$ cat src/rtl/sscr_pkg.sv
// Shared types and constants of the stick square/circle remapper.
// Used by every module of the block; depends on nothing.
package sscr_pkg;

    // Ratio format: unsigned, eight integer bits and RATIO_FRAC_BITS fraction bits.
    localparam int RATIO_FRAC_BITS = 16;
    localparam int RATIO_W         = RATIO_FRAC_BITS + 8;
    localparam logic [RATIO_W-1:0] RATIO_MAX = {RATIO_W{1'b1}};
    localparam logic [RATIO_W-1:0] RATIO_ONE = RATIO_W'(1) << RATIO_FRAC_BITS;

    localparam int AXIS_W = 16;
    localparam int MAG_W  = AXIS_W + 1;
    localparam int DIAG_W = 7;
    localparam int SQ_W   = 2 * AXIS_W;
    localparam int DM_W   = MAG_W + DIAG_W;
    localparam int CMP_W  = 48;

    // Square root of the sum of squares carried as Q16.8.
    localparam int SQ_FRAC_SHIFT        = 16;
    localparam int SQRT_OP_W            = SQ_W + SQ_FRAC_SHIFT;
    localparam int RQ_W                 = SQRT_OP_W / 2;
    localparam int SQRT_REM_W           = RQ_W + 2;
    localparam int SQRT_STEPS_PER_STAGE = 3;
    localparam int SQRT_STAGES          = RQ_W / SQRT_STEPS_PER_STAGE;

    // 50 * sqrt(2) in Q30, the numerator of the corner ratio.
    localparam int CNUM_W = 37;
    localparam int CLO_W  = 19;
    localparam logic [CNUM_W-1:0] CIRCLE_NUM = 37'd75925012500;
    localparam logic [13:0] NEAR_SCALE = 14'd10000;

    localparam int NUM_W           = RQ_W + CNUM_W;
    localparam int SQ_DEN_SHIFT    = 38 - RATIO_FRAC_BITS;
    localparam int CI_DEN_SHIFT    = 30 - RATIO_FRAC_BITS;
    localparam int DEN_W           = DM_W + SQ_DEN_SHIFT;
    localparam int DIV_STEPS_PER_STAGE = 2;
    localparam int DIV_STAGES      = (RATIO_W + DIV_STEPS_PER_STAGE - 1) / DIV_STEPS_PER_STAGE;

    localparam int CFG_IDX_W = 1;
    localparam logic [CFG_IDX_W-1:0] REG_DIAGONAL    = 1'd0;
    localparam logic [CFG_IDX_W-1:0] REG_SQUARE_MODE = 1'd1;
    localparam logic [DIAG_W-1:0]    DIAG_RESET      = 7'd100;

    typedef struct packed {
        logic signed [AXIS_W-1:0] x_in;
        logic signed [AXIS_W-1:0] y_in;
    } in_word_t;

    typedef struct packed {
        logic signed [AXIS_W-1:0] x_out;
        logic signed [AXIS_W-1:0] y_out;
    } out_word_t;

    // Pipeline advance and the valid bit entering a unit.
    typedef struct packed {
        logic en;
        logic valid;
    } pipe_ctl_t;

    typedef struct packed {
        in_word_t          xy;
        logic [MAG_W-1:0]  m;
        logic [DM_W-1:0]   dm;
        logic [DIAG_W-1:0] d;
        logic              sq_mode;
        logic              near;
        logic              zero;
    } side_t;

endpackage

$ cat src/rtl/sscr_front.sv
// Front stages of the remapper: magnitudes, sum of squares and the exact corner test.
// Depends on sscr_pkg.
module sscr_front (
    input  logic                          clk,
    input  logic                          rst_n,
    input  sscr_pkg::pipe_ctl_t           ctl,
    input  sscr_pkg::in_word_t            in_data,
    input  logic [sscr_pkg::DIAG_W-1:0]   diag,
    input  logic                          sq_mode,
    output logic                          valid,
    output logic [sscr_pkg::SQ_W-1:0]     sq,
    output sscr_pkg::side_t               side
);
    import sscr_pkg::*;

    logic signed [MAG_W-1:0] xs, ys;
    logic [MAG_W-1:0]        ax_next, ay_next;
    logic [2*MAG_W-1:0]      ax2, ay2;
    side_t                   s1_next;
    side_t                   s2_side_next;
    side_t                   s4_side_next;

    logic              s1_valid_reg, s2_valid_reg, s3_valid_reg, s4_valid_reg;
    logic [MAG_W-1:0]  s1_ax_reg, s1_ay_reg;
    side_t             s1_side_reg, s2_side_reg, s3_side_reg, s4_side_reg;
    logic [SQ_W-1:0]   s2_sq_reg, s3_sq_reg, s4_sq_reg;
    logic [CMP_W-1:0]  s3_dm2_reg, s3_sq10k_reg;

    assign xs      = MAG_W'(in_data.x_in);
    assign ys      = MAG_W'(in_data.y_in);
    assign ax_next = xs[MAG_W-1] ? MAG_W'(-xs) : MAG_W'(xs);
    assign ay_next = ys[MAG_W-1] ? MAG_W'(-ys) : MAG_W'(ys);

    always_comb
    begin
        s1_next         = '0;
        s1_next.xy      = in_data;
        s1_next.m       = (ax_next > ay_next) ? ax_next : ay_next;
        s1_next.d       = diag;
        s1_next.sq_mode = sq_mode;
    end

    assign ax2 = (2*MAG_W)'(s1_ax_reg) * (2*MAG_W)'(s1_ax_reg);
    assign ay2 = (2*MAG_W)'(s1_ay_reg) * (2*MAG_W)'(s1_ay_reg);

    always_comb
    begin
        s2_side_next    = s1_side_reg;
        s2_side_next.dm = DM_W'(s1_side_reg.m) * DM_W'(s1_side_reg.d);
    end

    // Corner test 2*d*d*m*m < 10000*S, exact.
    always_comb
    begin
        s4_side_next      = s3_side_reg;
        s4_side_next.near = {s3_dm2_reg[CMP_W-2:0], 1'b0} < s3_sq10k_reg;
        s4_side_next.zero = (s3_side_reg.m == '0);
    end

    always_ff @(posedge clk or negedge rst_n)
    begin
        if (!rst_n)
        begin
            s1_valid_reg <= 1'b0;
            s2_valid_reg <= 1'b0;
            s3_valid_reg <= 1'b0;
            s4_valid_reg <= 1'b0;
        end
        else if (ctl.en)
        begin
            s1_valid_reg <= ctl.valid;
            s2_valid_reg <= s1_valid_reg;
            s3_valid_reg <= s2_valid_reg;
            s4_valid_reg <= s3_valid_reg;
        end
    end

    always_ff @(posedge clk)
    begin
        if (ctl.en)
        begin
            s1_ax_reg   <= ax_next;
            s1_ay_reg   <= ay_next;
            s1_side_reg <= s1_next;

            s2_sq_reg   <= SQ_W'(ax2 + ay2);
            s2_side_reg <= s2_side_next;

            s3_sq_reg    <= s2_sq_reg;
            s3_side_reg  <= s2_side_reg;
            s3_dm2_reg   <= CMP_W'(s2_side_reg.dm) * CMP_W'(s2_side_reg.dm);
            s3_sq10k_reg <= CMP_W'(s2_sq_reg) * CMP_W'(NEAR_SCALE);

            s4_sq_reg   <= s3_sq_reg;
            s4_side_reg <= s4_side_next;
        end
    end

    assign valid = s4_valid_reg;
    assign sq    = s4_sq_reg;
    assign side  = s4_side_reg;

    a_near_not_origin: assert property (@(posedge clk) disable iff (!rst_n)
        s4_valid_reg && s4_side_reg.near |-> !s4_side_reg.zero)
        else $error("corner flag set for the origin");

endmodule

$ cat config.mk
export PLATFORM = sky130hd
export DESIGN_NAME = sscr_front
export DESIGN_NICKNAME = d
export VERILOG_FILES = /design/src/rtl/sscr_pkg.sv /design/src/rtl/sscr_front.sv
export SDC_FILE = /design/constraint.sdc
export NUM_CORES = 2
export LEC_CHECK = 0
export ABC_AREA = 1
export CORE_UTILIZATION = 55
export DETAILED_ROUTE_END_ITERATION = 16
export DONT_BUFFER_PORTS = 1
export PLACE_DENSITY_LB_ADDON = 0.05
export SYNTH_ARGS = -nofsm -noshare
export SYNTH_HDL_FRONTEND = slang
export SYNTH_SLANG_ARGS = --single-unit
export TNS_END_PERCENT = 10
$ cat constraint.sdc
create_clock -name clk -period 19.3 [get_ports clk]
set_clock_uncertainty 0.15 [all_clocks]
set_input_delay 5.79 -clock clk [delete_from_list [all_inputs] [get_ports clk]]
set_output_delay 5.79 -clock clk [all_outputs]
set_load 0.05 [all_outputs]
### Word level (Yosys, flattened, before mapping)

Index checks and enable logic that the tools add are counted.

| storage, ports and cells | value |
|---|---|
| register bits | 525 |
| logic and storage cells | 50 |

| operators by class | value |
|---|---|
| $add $sub $neg | 3 |
| $mul | 5 |
| magnitude comparators | 2 |
| multiplexer cells | 3 |
| reductions and logical operators | 1 |

Operator list:

| cell | count |
|---|---|
| multiplier 17 x 17 -> 32 bit | 2 |
| two-way mux 17 bit | 3 |
| less-than comparator 48 x 46 -> 1 bit | 1 |
| multiplier 24 x 24 -> 47 bit | 1 |
| multiplier 32 x 10 -> 42 bit (second input constant) | 1 |
| negator 16 -> 17 bit | 2 |
| adder 32 bit | 1 |
| multiplier 17 x 7 -> 24 bit | 1 |
| greater-than comparator 17 bit | 1 |
| logical NOT 17 bit | 1 |

### Longest topological paths before layout

| logic depth | value |
|---|---|
| depth in word-level cells | 4 |
| depth in mapped cells | 32 |
| mapped depth without buffers | 30 |

### Worst setup path before layout

No wires, ideal clock.

| path | value |
|---|---|
| path kind | input port to flip-flop |
| start | input port in_data[1] (netlist name) |
| end | register s1_side_reg[34] (netlist name), data pin |
| setup time | 0.253 ns |
| arrival | 7.849 ns |
| setup slack | 11.048 ns |
| stages on the path | 19 |
| cells stage by stage | inv_1 ha_1 nand3_2 nor3_2 nand2_1 nand2_1 o211ai_1 nand2_1 inv_1 ha_1 nand2_1 inv_1 o21ai_2 nand2_1 a21oi_1 nand3_2 buf_4 nand3_1 nand2_1 |

RTL lines:

| item | RTL line | source |
|---|---|---|
| start: declaration | sscr_front.sv:7 | `input sscr_pkg::in_word_t in_data,` |
| end signal: assignment | sscr_front.sv:84 | `s1_side_reg <= s1_next;` |
| end: declaration | sscr_front.sv:25 | `side_t s1_side_reg, s2_side_reg, s3_side_reg, s4_side_reg;` |

==> impl_metrics.toml <==
[sta]
rsz0062_at_grt = "false"
setup_viol = 0
min_period_over_period_pct = 42.8
tns_ns = 0
min_period_ns = 8.26
max_freq_mhz = 121
finalHoldViolCount = 0
slew_viol_final = 0
slew-limit-headroom_pct = 3.98
tightest_slew_ns = 1.44

[synthesis]
synth_edf_count = 512
syn_area_mm2 = 0.0627
synthTopCellsByArea = "fa_1 33%, edfxtp_1 25%, inv_1 13%, ha_1 12%, nand2_1 9.6%"
ys_types = 47
synthArstFlopShare_pct = 0.775
syn_inst = 6860
ys.flop_type = "edfxtp_1"
synth.yosys.seq_area_share_pct = 24.7
ys_seq_elements = 516
synth_top_cell_by_area = "fa_1"
synth_top_area_share_pct = 32.6
yosys_warnings = 0
syn_avg_cell_area_um2 = 9.14

[placed_design]
place_hpwl_um = 117000
place_area_mm2 = 0.0643
gp_congestion = 0.951
port_buffers = 0

[global_route]
track_usage_pct = 26.2
grt_pass1_vias = 44500
grt-ovfl-total = 0
grt_max_degree = 521
antenna_found_initial = 0
grt_pass1_wl_um = 237000

[setup_path]
cp_top_family = "simple AND/OR/NAND/NOR gates"
cpPeakStageDelay_ns = 0.41
slowest_stage = "nand3_2"
cp-start-kind = "input port"
critPathRequiredTime_ns = 19.71
crit_path_cell_trace = "inv_1 > ha_1 > nand3_2 > nor3_2 > nand2_1 > nand2_1 > o211ai_1 > nand2_1 > inv_1 > ha_1 > nand2_1 > inv_1 > o21ai_2 > nand2_1 > a21oi_1 > nand3_2 > nand2_4 > nand2_1 > nand2_1"
setup.worst_path.class = "input port to flip-flop"
arrival_ns = 8.66
worstPathMaxFanout = 17
endpoint_kind = "flip-flop"
cp.buffers_inverters = 3
cpMostUsedCell = "nand2_1"

[clock_network]
cts_root_buffer = "clkbuf_16"
cts_buffers = 55
cts_resized = 0
clk_latency_ns = 0.69
cts_tree = "built"
htreeDepth = 2
cts_sinks = 516
clk_pin_slew_ns = 0.06
cts_hold_buf = 0
post-cts-setup-buffers = 0
clockBufferDepth = 3

[final_layout]
drive_gt1_share_pct = 2.84
syn_to_final_growth_pct = 5.76
finish.instance_area_mm2 = 0.0663
layout_common_cells = "2100 x inv_1, 1600 x nand2_1, 1020 x fa_1"
seq_area_mm2 = 0.0155
fill_cells = 10000
fin_nets = 8453
multiInputGateArea_mm2 = 0.0388
largest_register_ffs = 83
layout_commonest_cell = "inv_1"

[die]
ios = 160
die_y_um = 340
core_mm2 = 0.113
num_rows = 123
die_area_mm2 = 0.115
start_util_pct = 55.6
die_x_um = 340

[routing]
drt_pass1_iterations = 8
vias = 41500
wl_per_cell_um = 17.1
avgViaCountPerCell = 4.96
drtAntennaViolNets = 0
drt-initial-drc-count = 2175
wirelength_um = 143000
drc = 0

[run_status]
status = "complete, no violations"

[min_path]
hold_path.class = "flip-flop to flip-flop"

[run]
drv_cap = 0
## cell type report
cell class / instances / share of cell area, %
diodes: 1 / 0.00377
inverters: 2105 / 11.9
clock buffers: 67 / 2.17
well taps: 1500 / 2.83
repair buffers: 27 / 0.306
clock inverters: 37 / 0.919
multi-input cells: 4105 / 58.5
flip-flops and latches: 516 / 23.3
## cells by family (layout without fill, tap and decap cells)
family	count (synthesis)	in the layout	synth area share, %
buffers and inverters	2242	2236	13.5
and+or+nand+nor	2133	2133	13.9
adders and majority gates	1599	1599	44.1
DFF	516	516	24.7
AOI/OAI and AO/OA	249	249	2.18
xor gates and xnor gates	119	119	1.69
other	2	6	0.0120
## synthesized netlist by cell type, types with 11 or more instances
master    number
nand2_2       13
o21bai_1      19
nor3_1        24
nand3_1      156
nor3_2        12
o21ai_0       56
ha_1         579
clkbuf_1     128
nor2_1       215
a21oi_1      144
xnor2_1       22
inv_1       2100
nand3_2       13
nor2_2        20
nand4_1       50
xor2_1        95
a21o_1        11
or2_2         11
fa_1        1020
edfxtp_1     512
nand2_1     1600
## per-stage QoR
| stage | hold WS [ns] | std cells | util [%] | setup slack (ns) |
|---|---|---|---|---|
| 2_1_floorplan | 0.250 | 6863 | - | 11.05 |
| 3_3_place_gp | 0.250 | 8253 | 57.0 | 10.40 |
| 3_5_place_dp | 0.255 | 8253 | 57.0 | 10.40 |
| 4_1_cts | 0.216 | 8357 | 58.8 | 11.12 |
| 5_1_grt | 0.226 | 8357 | 58.8 | 10.76 |
| 6_report | 0.201 | 8358 | 58.8 | 11.04 |
## layer usage
layer  routed length (um)  part of all wire [%]  global-route usage (%)  vias to the layer above
met2                70400                    49                    45.4                      763
met3                 6840                   4.8                    3.71                      162
met1                63500                    44                    35.3                    20500
met4                 2470                   1.7                    4.90                        0
li1                     -                     -                       -                    20100
met5                    0                     0                       0                        -
## worst paths after layout
path                            slack, ns  depth (start not counted)            start              end
worst max-delay path                11.04                         19       in_data[1]  s1_side_reg[42]
worst min-delay path                 0.20                          0  s2_side_reg[51]  s3_side_reg[51]
worst max register to register      11.77                         22     s1_ax_reg[2]    s2_sq_reg[24]
worst min register to register       0.20                          0  s2_side_reg[51]  s3_side_reg[51]
max in group asynchronous           14.27                          0            rst_n     s2_valid_reg
min in group asynchronous            4.67                          0            rst_n     s1_valid_reg
Power is left out: the tool's default activity adds up to more than one toggle a clock period on the data nets, which glitch-free logic cannot reach.
