File: config.mk
export PLATFORM = sky130hd
export DESIGN_NAME = sscr_isqrt
export DESIGN_NICKNAME = d
export VERILOG_FILES = /design/src/rtl/sscr_pkg.sv /design/src/rtl/sscr_isqrt.sv
export SDC_FILE = /design/constraint.sdc
export NUM_CORES = 2
export LEC_CHECK = 0
export ABC_AREA = 1
export BUFFER_PORTS_ARGS = -buffer_cell sky130_fd_sc_hd__buf_2
export CORE_MARGIN = 8
export CORE_UTILIZATION = 40
export CTS_CLUSTER_DIAMETER = 150
export DETAILED_ROUTE_END_ITERATION = 8
export SLEW_MARGIN = 10
export SYNTH_ARGS = -nofsm -noshare
export SYNTH_HDL_FRONTEND = slang
export SYNTH_SLANG_ARGS = --single-unit
File: constraint.sdc
create_clock -name clk -period 10.85 [get_ports clk]
set_input_delay 0 -clock clk [delete_from_list [all_inputs] [get_ports clk]]
set_output_delay 0 -clock clk [all_outputs]
set_load 0.005 [all_outputs]
File: src/rtl/sscr_pkg.sv
// Shared types and constants of the stick square/circle remapper.
// Used by every module of the block; depends on nothing.
package sscr_pkg;

    // Ratio format: unsigned, eight integer bits and RATIO_FRAC_BITS fraction bits.
    localparam int RATIO_FRAC_BITS = 16;
    localparam int RATIO_W         = RATIO_FRAC_BITS + 8;
    localparam logic [RATIO_W-1:0] RATIO_MAX = {RATIO_W{1'b1}};
    localparam logic [RATIO_W-1:0] RATIO_ONE = RATIO_W'(1) << RATIO_FRAC_BITS;

    localparam int AXIS_W = 16;
    localparam int MAG_W  = AXIS_W + 1;
    localparam int DIAG_W = 7;
    localparam int SQ_W   = 2 * AXIS_W;
    localparam int DM_W   = MAG_W + DIAG_W;
    localparam int CMP_W  = 48;

    // Square root of the sum of squares carried as Q16.8.
    localparam int SQ_FRAC_SHIFT        = 16;
    localparam int SQRT_OP_W            = SQ_W + SQ_FRAC_SHIFT;
    localparam int RQ_W                 = SQRT_OP_W / 2;
    localparam int SQRT_REM_W           = RQ_W + 2;
    localparam int SQRT_STEPS_PER_STAGE = 3;
    localparam int SQRT_STAGES          = RQ_W / SQRT_STEPS_PER_STAGE;

    // 50 * sqrt(2) in Q30, the numerator of the corner ratio.
    localparam int CNUM_W = 37;
    localparam int CLO_W  = 19;
    localparam logic [CNUM_W-1:0] CIRCLE_NUM = 37'd75925012500;
    localparam logic [13:0] NEAR_SCALE = 14'd10000;

    localparam int NUM_W           = RQ_W + CNUM_W;
    localparam int SQ_DEN_SHIFT    = 38 - RATIO_FRAC_BITS;
    localparam int CI_DEN_SHIFT    = 30 - RATIO_FRAC_BITS;
    localparam int DEN_W           = DM_W + SQ_DEN_SHIFT;
    localparam int DIV_STEPS_PER_STAGE = 2;
    localparam int DIV_STAGES      = (RATIO_W + DIV_STEPS_PER_STAGE - 1) / DIV_STEPS_PER_STAGE;

    localparam int CFG_IDX_W = 1;
    localparam logic [CFG_IDX_W-1:0] REG_DIAGONAL    = 1'd0;
    localparam logic [CFG_IDX_W-1:0] REG_SQUARE_MODE = 1'd1;
    localparam logic [DIAG_W-1:0]    DIAG_RESET      = 7'd100;

    typedef struct packed {
        logic signed [AXIS_W-1:0] x_in;
        logic signed [AXIS_W-1:0] y_in;
    } in_word_t;

    typedef struct packed {
        logic signed [AXIS_W-1:0] x_out;
        logic signed [AXIS_W-1:0] y_out;
    } out_word_t;

    // Pipeline advance and the valid bit entering a unit.
    typedef struct packed {
        logic en;
        logic valid;
    } pipe_ctl_t;

    typedef struct packed {
        in_word_t          xy;
        logic [MAG_W-1:0]  m;
        logic [DM_W-1:0]   dm;
        logic [DIAG_W-1:0] d;
        logic              sq_mode;
        logic              near;
        logic              zero;
    } side_t;

endpackage

File: src/rtl/sscr_isqrt.sv
// Pipelined integer square root of the sum of squares scaled by 2^16.
// Depends on sscr_pkg.
module sscr_isqrt (
    input  logic                          clk,
    input  logic                          rst_n,
    input  sscr_pkg::pipe_ctl_t           ctl,
    input  logic [sscr_pkg::SQ_W-1:0]     sq,
    input  sscr_pkg::side_t               side_in,
    output logic                          valid,
    output logic [sscr_pkg::RQ_W-1:0]     root,
    output sscr_pkg::side_t               side_out
);
    import sscr_pkg::*;

    logic                  valid_reg [SQRT_STAGES];
    logic [SQRT_OP_W-1:0]  op_reg    [SQRT_STAGES];
    logic [SQRT_REM_W-1:0] rem_reg   [SQRT_STAGES];
    logic [RQ_W-1:0]       root_reg  [SQRT_STAGES];
    side_t                 side_reg  [SQRT_STAGES];

    for (genvar k = 0; k < SQRT_STAGES; k++)
    begin : g_stage
        logic                  v_in;
        logic [SQRT_OP_W-1:0]  op_in, op_next;
        logic [SQRT_REM_W-1:0] rem_in, rem_next;
        logic [RQ_W-1:0]       root_in, root_next;
        side_t                 sd_in;

        if (k == 0)
        begin : g_first
            assign v_in    = ctl.valid;
            assign op_in   = SQRT_OP_W'(sq) << SQ_FRAC_SHIFT;
            assign rem_in  = '0;
            assign root_in = '0;
            assign sd_in   = side_in;
        end
        else
        begin : g_rest
            assign v_in    = valid_reg[k-1];
            assign op_in   = op_reg[k-1];
            assign rem_in  = rem_reg[k-1];
            assign root_in = root_reg[k-1];
            assign sd_in   = side_reg[k-1];
        end

        // One result bit per step, two operand bits brought down each time.
        always_comb
        begin
            logic [SQRT_REM_W-1:0] rem_sh, trial;
            op_next   = op_in;
            rem_next  = rem_in;
            root_next = root_in;
            for (int j = 0; j < SQRT_STEPS_PER_STAGE; j++)
            begin
                rem_sh = {rem_next[SQRT_REM_W-3:0], op_next[SQRT_OP_W-1 -: 2]};
                trial  = {root_next, 2'b01};
                if (rem_sh >= trial)
                begin
                    rem_next  = rem_sh - trial;
                    root_next = {root_next[RQ_W-2:0], 1'b1};
                end
                else
                begin
                    rem_next  = rem_sh;
                    root_next = {root_next[RQ_W-2:0], 1'b0};
                end
                op_next = {op_next[SQRT_OP_W-3:0], 2'b00};
            end
        end

        always_ff @(posedge clk or negedge rst_n)
        begin
            if (!rst_n)
                valid_reg[k] <= 1'b0;
            else if (ctl.en)
                valid_reg[k] <= v_in;
        end

        always_ff @(posedge clk)
        begin
            if (ctl.en)
            begin
                op_reg[k]   <= op_next;
                rem_reg[k]  <= rem_next;
                root_reg[k] <= root_next;
                side_reg[k] <= sd_in;
            end
        end
    end

    assign valid    = valid_reg[SQRT_STAGES-1];
    assign root     = root_reg[SQRT_STAGES-1];
    assign side_out = side_reg[SQRT_STAGES-1];

endmodule

Word-level counts from Yosys, hierarchy flattened
Memories as Yosys holds them, arrays and structs flattened.
Cells that the tools add are included.
Storage, ports and cells
  register bits after elaboration: 8
  memory bits (writable): 1400
  input port bits: 119
  output and inout bits: 108
  word-level logic and storage cells: 110
  memories: 4
Cells by class
  add/sub/neg operators: 24
  magnitude comparators: 24
  muxes and demuxes: 50
Memory list
  side_reg: depth 8, bits a word 83, read ports 8, clocked after memory_dff 0, write ports 8, RTL line sscr_isqrt.sv:19  | side_t side_reg [SQRT_STAGES];
  op_reg: depth 8, bits a word 42, read ports 7, clocked after memory_dff 0, write ports 8, RTL line sscr_isqrt.sv:16  | logic [SQRT_OP_W-1:0] op_reg [SQRT_STAGES];
  rem_reg: depth 8, bits a word 26, read ports 7, clocked after memory_dff 0, write ports 8, RTL line sscr_isqrt.sv:17  | logic [SQRT_REM_W-1:0] rem_reg [SQRT_STAGES];
  root_reg: depth 8, bits a word 24, read ports 8, clocked after memory_dff 0, write ports 8, RTL line sscr_isqrt.sv:18  | logic [RQ_W-1:0] root_reg [SQRT_STAGES];
Operators with widths (number)
  $ge A26 B26 Y1: 21
  $mux W24: 16
  $sub A24 B24 Y24: 14
  $mux W26: 8
  $sub A26 B26 Y26: 7
  $ge A26 B3 Y1: 1
  $ge A26 B4 Y1: 1
  $mux W1: 26
  $sub A26 B4 Y26: 1
  $sub A24 B3 Y24: 1
  $sub A2 B1 Y3 const B: 1
  $ge A2 B1 Y1 const B: 1

Depth between registers and ports, before layout
An unclocked memory read counts as a cell.
  depth after elaboration: 7
  gate-level depth with buffers: 48
  mapped depth without buffers: 46

Worst setup path after synthesis
Ideal clock, no wire load.
  path type: register to register
  from: memory root_reg[1][0] in the netlist's numbering
  to: memory rem_reg[5][16] in the netlist's numbering (data pin)
  library setup time: 0.252 ns
  data arrival time: 6.987 ns
  required time: 10.598 ns
  path slack: 3.611 ns
  stages on the path, launching flop included: 49
  path buffers: 4
  period minus slack after synthesis: 7.239 ns
  cells stage by stage: edfxtp_1 inv_1 ha_1 nand2_1 o21ai_1 nand2_1 nand2_1 inv_1 o21ai_1 nand4_1 nand3_1 inv_1 clkbuf_1 nand2_1 o21ai_0 ha_1 a21oi_1 inv_1 [13 not listed] ha_1 nand2_1 nor2_1 a211oi_1 o21ai_0 nand3_1 nand2_1 a21oi_1 o21ai_0 nand3_1 nand2_1 nand2_1 nand3_1 nor2_2 nand3_2 buf_4 nand2_1 nand2_1
RTL lines (RTL line)
  from (decl): sscr_isqrt.sv:18
  to (decl): sscr_isqrt.sv:17

==> flow_summary.ini <==
[die]
die_h_microns = 393
io-pin-count = 227
die_w_microns = 393
rows = 138
core_area_sq_um = 141000
start_util = 0.403
dieArea_sq_um = 155000

[clocking]
clock_sinks = 1016
worst_skew_pair.late_latency_ns = 0.73
cts_tree = built
h-tree-depth = 3
clockBufferDepth = 3
cts_made_buffers = 110
clk_pin_slew_worst_paths_ns = 0.06
cts-root-buf = clkbuf_16

[synthesis]
syn_area_per_cell_sq_um = 9.31
synth-seq-cells = 1016
ys_seq_area_frac = 0.535
synthArstFlopShare = 0.00787
synth.area.top_cells = edfxtp_1 (53%), nand2_1 (10%), ha_1 (6.7%)
ys_warn_count = 0
synthCells = 6119
yosys.area.top_type_share = 0.531
yosys.cell_types.count = 66
ys.flop_type = edfxtp_1
synth_top_area_cell = edfxtp_1
syn_area_sq_um = 57000
synth_edf_count = 1008

[critical_path]
arrival_ns = 9.69
cpMostUsedCell = nand2_1
crit_fanout = 26
critPathLaunchType = register
cpPeakStageDelay_ns = 0.46
path_class = reg -> reg
timing.critical_path.buf_inv = 5
path_delay_family = compound AO/OA/AOI/OAI gates
cp.required_ns = 11.32
cp-end-kind = register
slowest_stage = edfxtp_1

[timing]
worst_pin_slew_ns = 1.07
fmax_mhz = 108
post-route-period-util = 0.850
hold_slack_ns = 0.0489
setup_tns_ns = 0
setup_viol = 0
slew_headroom = 0.287
report.final.slew_viol_count = 0
hold_violations = 0
min_period_ns = 9.22
finClkSkew_ns = 0.0514
grt_setup_unrepaired = false

[routing]
drcViolationCount = 0
drt_iter0_markers = 3316
wire_per_inst_microns = 17.4
dr.pass1.iters = 6
vias = 43300
post_drt_via_cell_ratio = 5.03
drt_wl_total_microns = 149000
ant_nets = 0

[finish]
seqCellArea_sq_um = 30500
drive_above_1_share = 0.0950
multiInputGateArea_sq_um = 23200
final_common_cell = nand2_1
finalInstanceArea_sq_um = 66100
syn_to_final_growth_pct = 16.0
fill_cells = 13300
fin_nets = 7053
final_cell_mix = nand2_1 (1593), edfxtp_1 (1008), inv_1 (738)
stdcell_count = 8614
final_core_util = 0.468
largest_reg_flops = 664

[place]
gp_congestion = 0.948
dpl_cell_area_sq_um = 60200
hpwl_microns = 116000
port_buffers = 226
dp.cells = 8183

[global_routing]
grt_pass1_vias = 41700
grtUsageTotal = 0.186
antenna_found_initial = 8
grt_overflow = 0
grt_max_degree = 202
grt_pass1_wl_microns = 233000

[power_and_ir_drop]
pwr-share-seq = 0.316
p_per_area_nw_per_um2 = 251
power.static_leakage_nw = 28.0
clock_power_share = 0.226
power.switching_w = 0.00691
ir_drop_uv = 173
combPwrFrac = 0.457
swShare = 0.416
p_int_w = 0.00972

[outcome]
outcome = finished, final reports clean

[hold_path]
hp-class = in -> reg

[run]
maxCapViolations = 0
## cells by family (layout without fill, tap and decap cells)
logic type	after synthesis	count (layout)	synth area share
xor gates and xnor gates	241	241	0.0370
and+or+nand+nor	2915	2915	0.225
buffers and inverters	841	1444	0.0585
AOI/OAI and AO/OA	795	795	0.0761
adders and majority gates	309	309	0.0684
muxes	1	1	0.000176
DFF	1016	1016	0.535
other	1	3	0.0000658
## routing by layer
layer / vias to the layer above / share of wire / track usage
li1: 21800 / - / -
met1: 20300 / 0.47 / 0.263
met2: 1075 / 0.45 / 0.299
met3: 204 / 0.051 / 0.0262
met4: 4 / 0.024 / 0.0525
met5: - / 0.00019 / 0
## through the flow
stage	total power, W	worst slack [ns]
after detailed placement	0.0128	1.77
after global routing	0.0179	0.692
final	0.0166	1.63
after global placement	0.0127	1.94
after floorplan	0.0108	3.61
after CTS	0.0167	1.72
## Yosys cell counts (19+ instances only)
| cell type | instances |
|---|---|
| xnor2_1 | 98 |
| o21bai_1 | 25 |
| nand2_1 | 1593 |
| nor2_1 | 525 |
| xor2_1 | 143 |
| inv_1 | 738 |
| nand3_2 | 35 |
| nor2_2 | 31 |
| clkbuf_1 | 29 |
| o21ai_0 | 338 |
| nor3_1 | 71 |
| edfxtp_1 | 1008 |
| inv_2 | 33 |
| nand2_2 | 46 |
| nand3_1 | 375 |
| nand4_1 | 126 |
| ha_1 | 305 |
| nand3b_1 | 23 |
| or2_2 | 19 |
| a21oi_1 | 315 |
## repair_timing
action | CTS | global route
hold endpoints to repair | 258 | 0
resized for setup | 0 | 0
buffers inserted | 0 | 0
hold buffers | 220 | 0
## final cells by class
type | count | share of cell area
clock inverter | 84 | 0.0136
clock buffer | 126 | 0.0425
sequential | 1016 | 0.461
inverter | 773 | 0.0439
timing repair buffer | 461 | 0.0528
multi-input combinational | 4263 | 0.351
antenna | 1 | 0.0000378
tap | 1890 | 0.0358
## path summary, 6_finish.rpt
path                                           start                           to  slack, ns  depth (start not counted)
max                         root_reg[1][0]$_DFFE_PP_     rem_reg[5][14]$_DFFE_PP_       1.63                         43
min                                      side_in[73]    side_reg[0][73]$_DFFE_PP_       0.05                          2
max reg2reg                 root_reg[1][0]$_DFFE_PP_     rem_reg[5][14]$_DFFE_PP_       1.63                         43
min reg2reg                side_reg[0][98]$_DFFE_PP_   side_reg[0][181]$_DFFE_PP_       0.37                          0
max in group asynchronous                      rst_n  g_stage[7].v_in$_DFFE_PN0P_      10.33                          3
min in group asynchronous                      rst_n  g_stage[1].v_in$_DFFE_PN0P_       0.25                          3
## worst reg2reg max path, delay by kind of cell (launching register included)
family	cells	cell delay, ns
flip-flops	1	0.46
AO/OA/AOI/OAI	12	3.26
adder cells (fa/ha/maj)	3	1.12
AND/OR/NAND/NOR	23	3.21
buffers and inverters	5	0.91
## power groups by stage
| stage | registers [W] | clock network [W] | logic (W) |
|---|---|---|---|
| 4_1_cts | 0.00527 | 0.00391 | 0.00754 |
| 5_1_grt | 0.00530 | 0.00405 | 0.00859 |
| 3_3_place_gp | 0.00534 | 0 | 0.00739 |
| 2_1_floorplan | 0.00519 | 0 | 0.00559 |
| 6_report | 0.00526 | 0.00376 | 0.00761 |
| 3_5_place_dp | 0.00534 | 0 | 0.00743 |
Power figures use the tool's default switching activity.
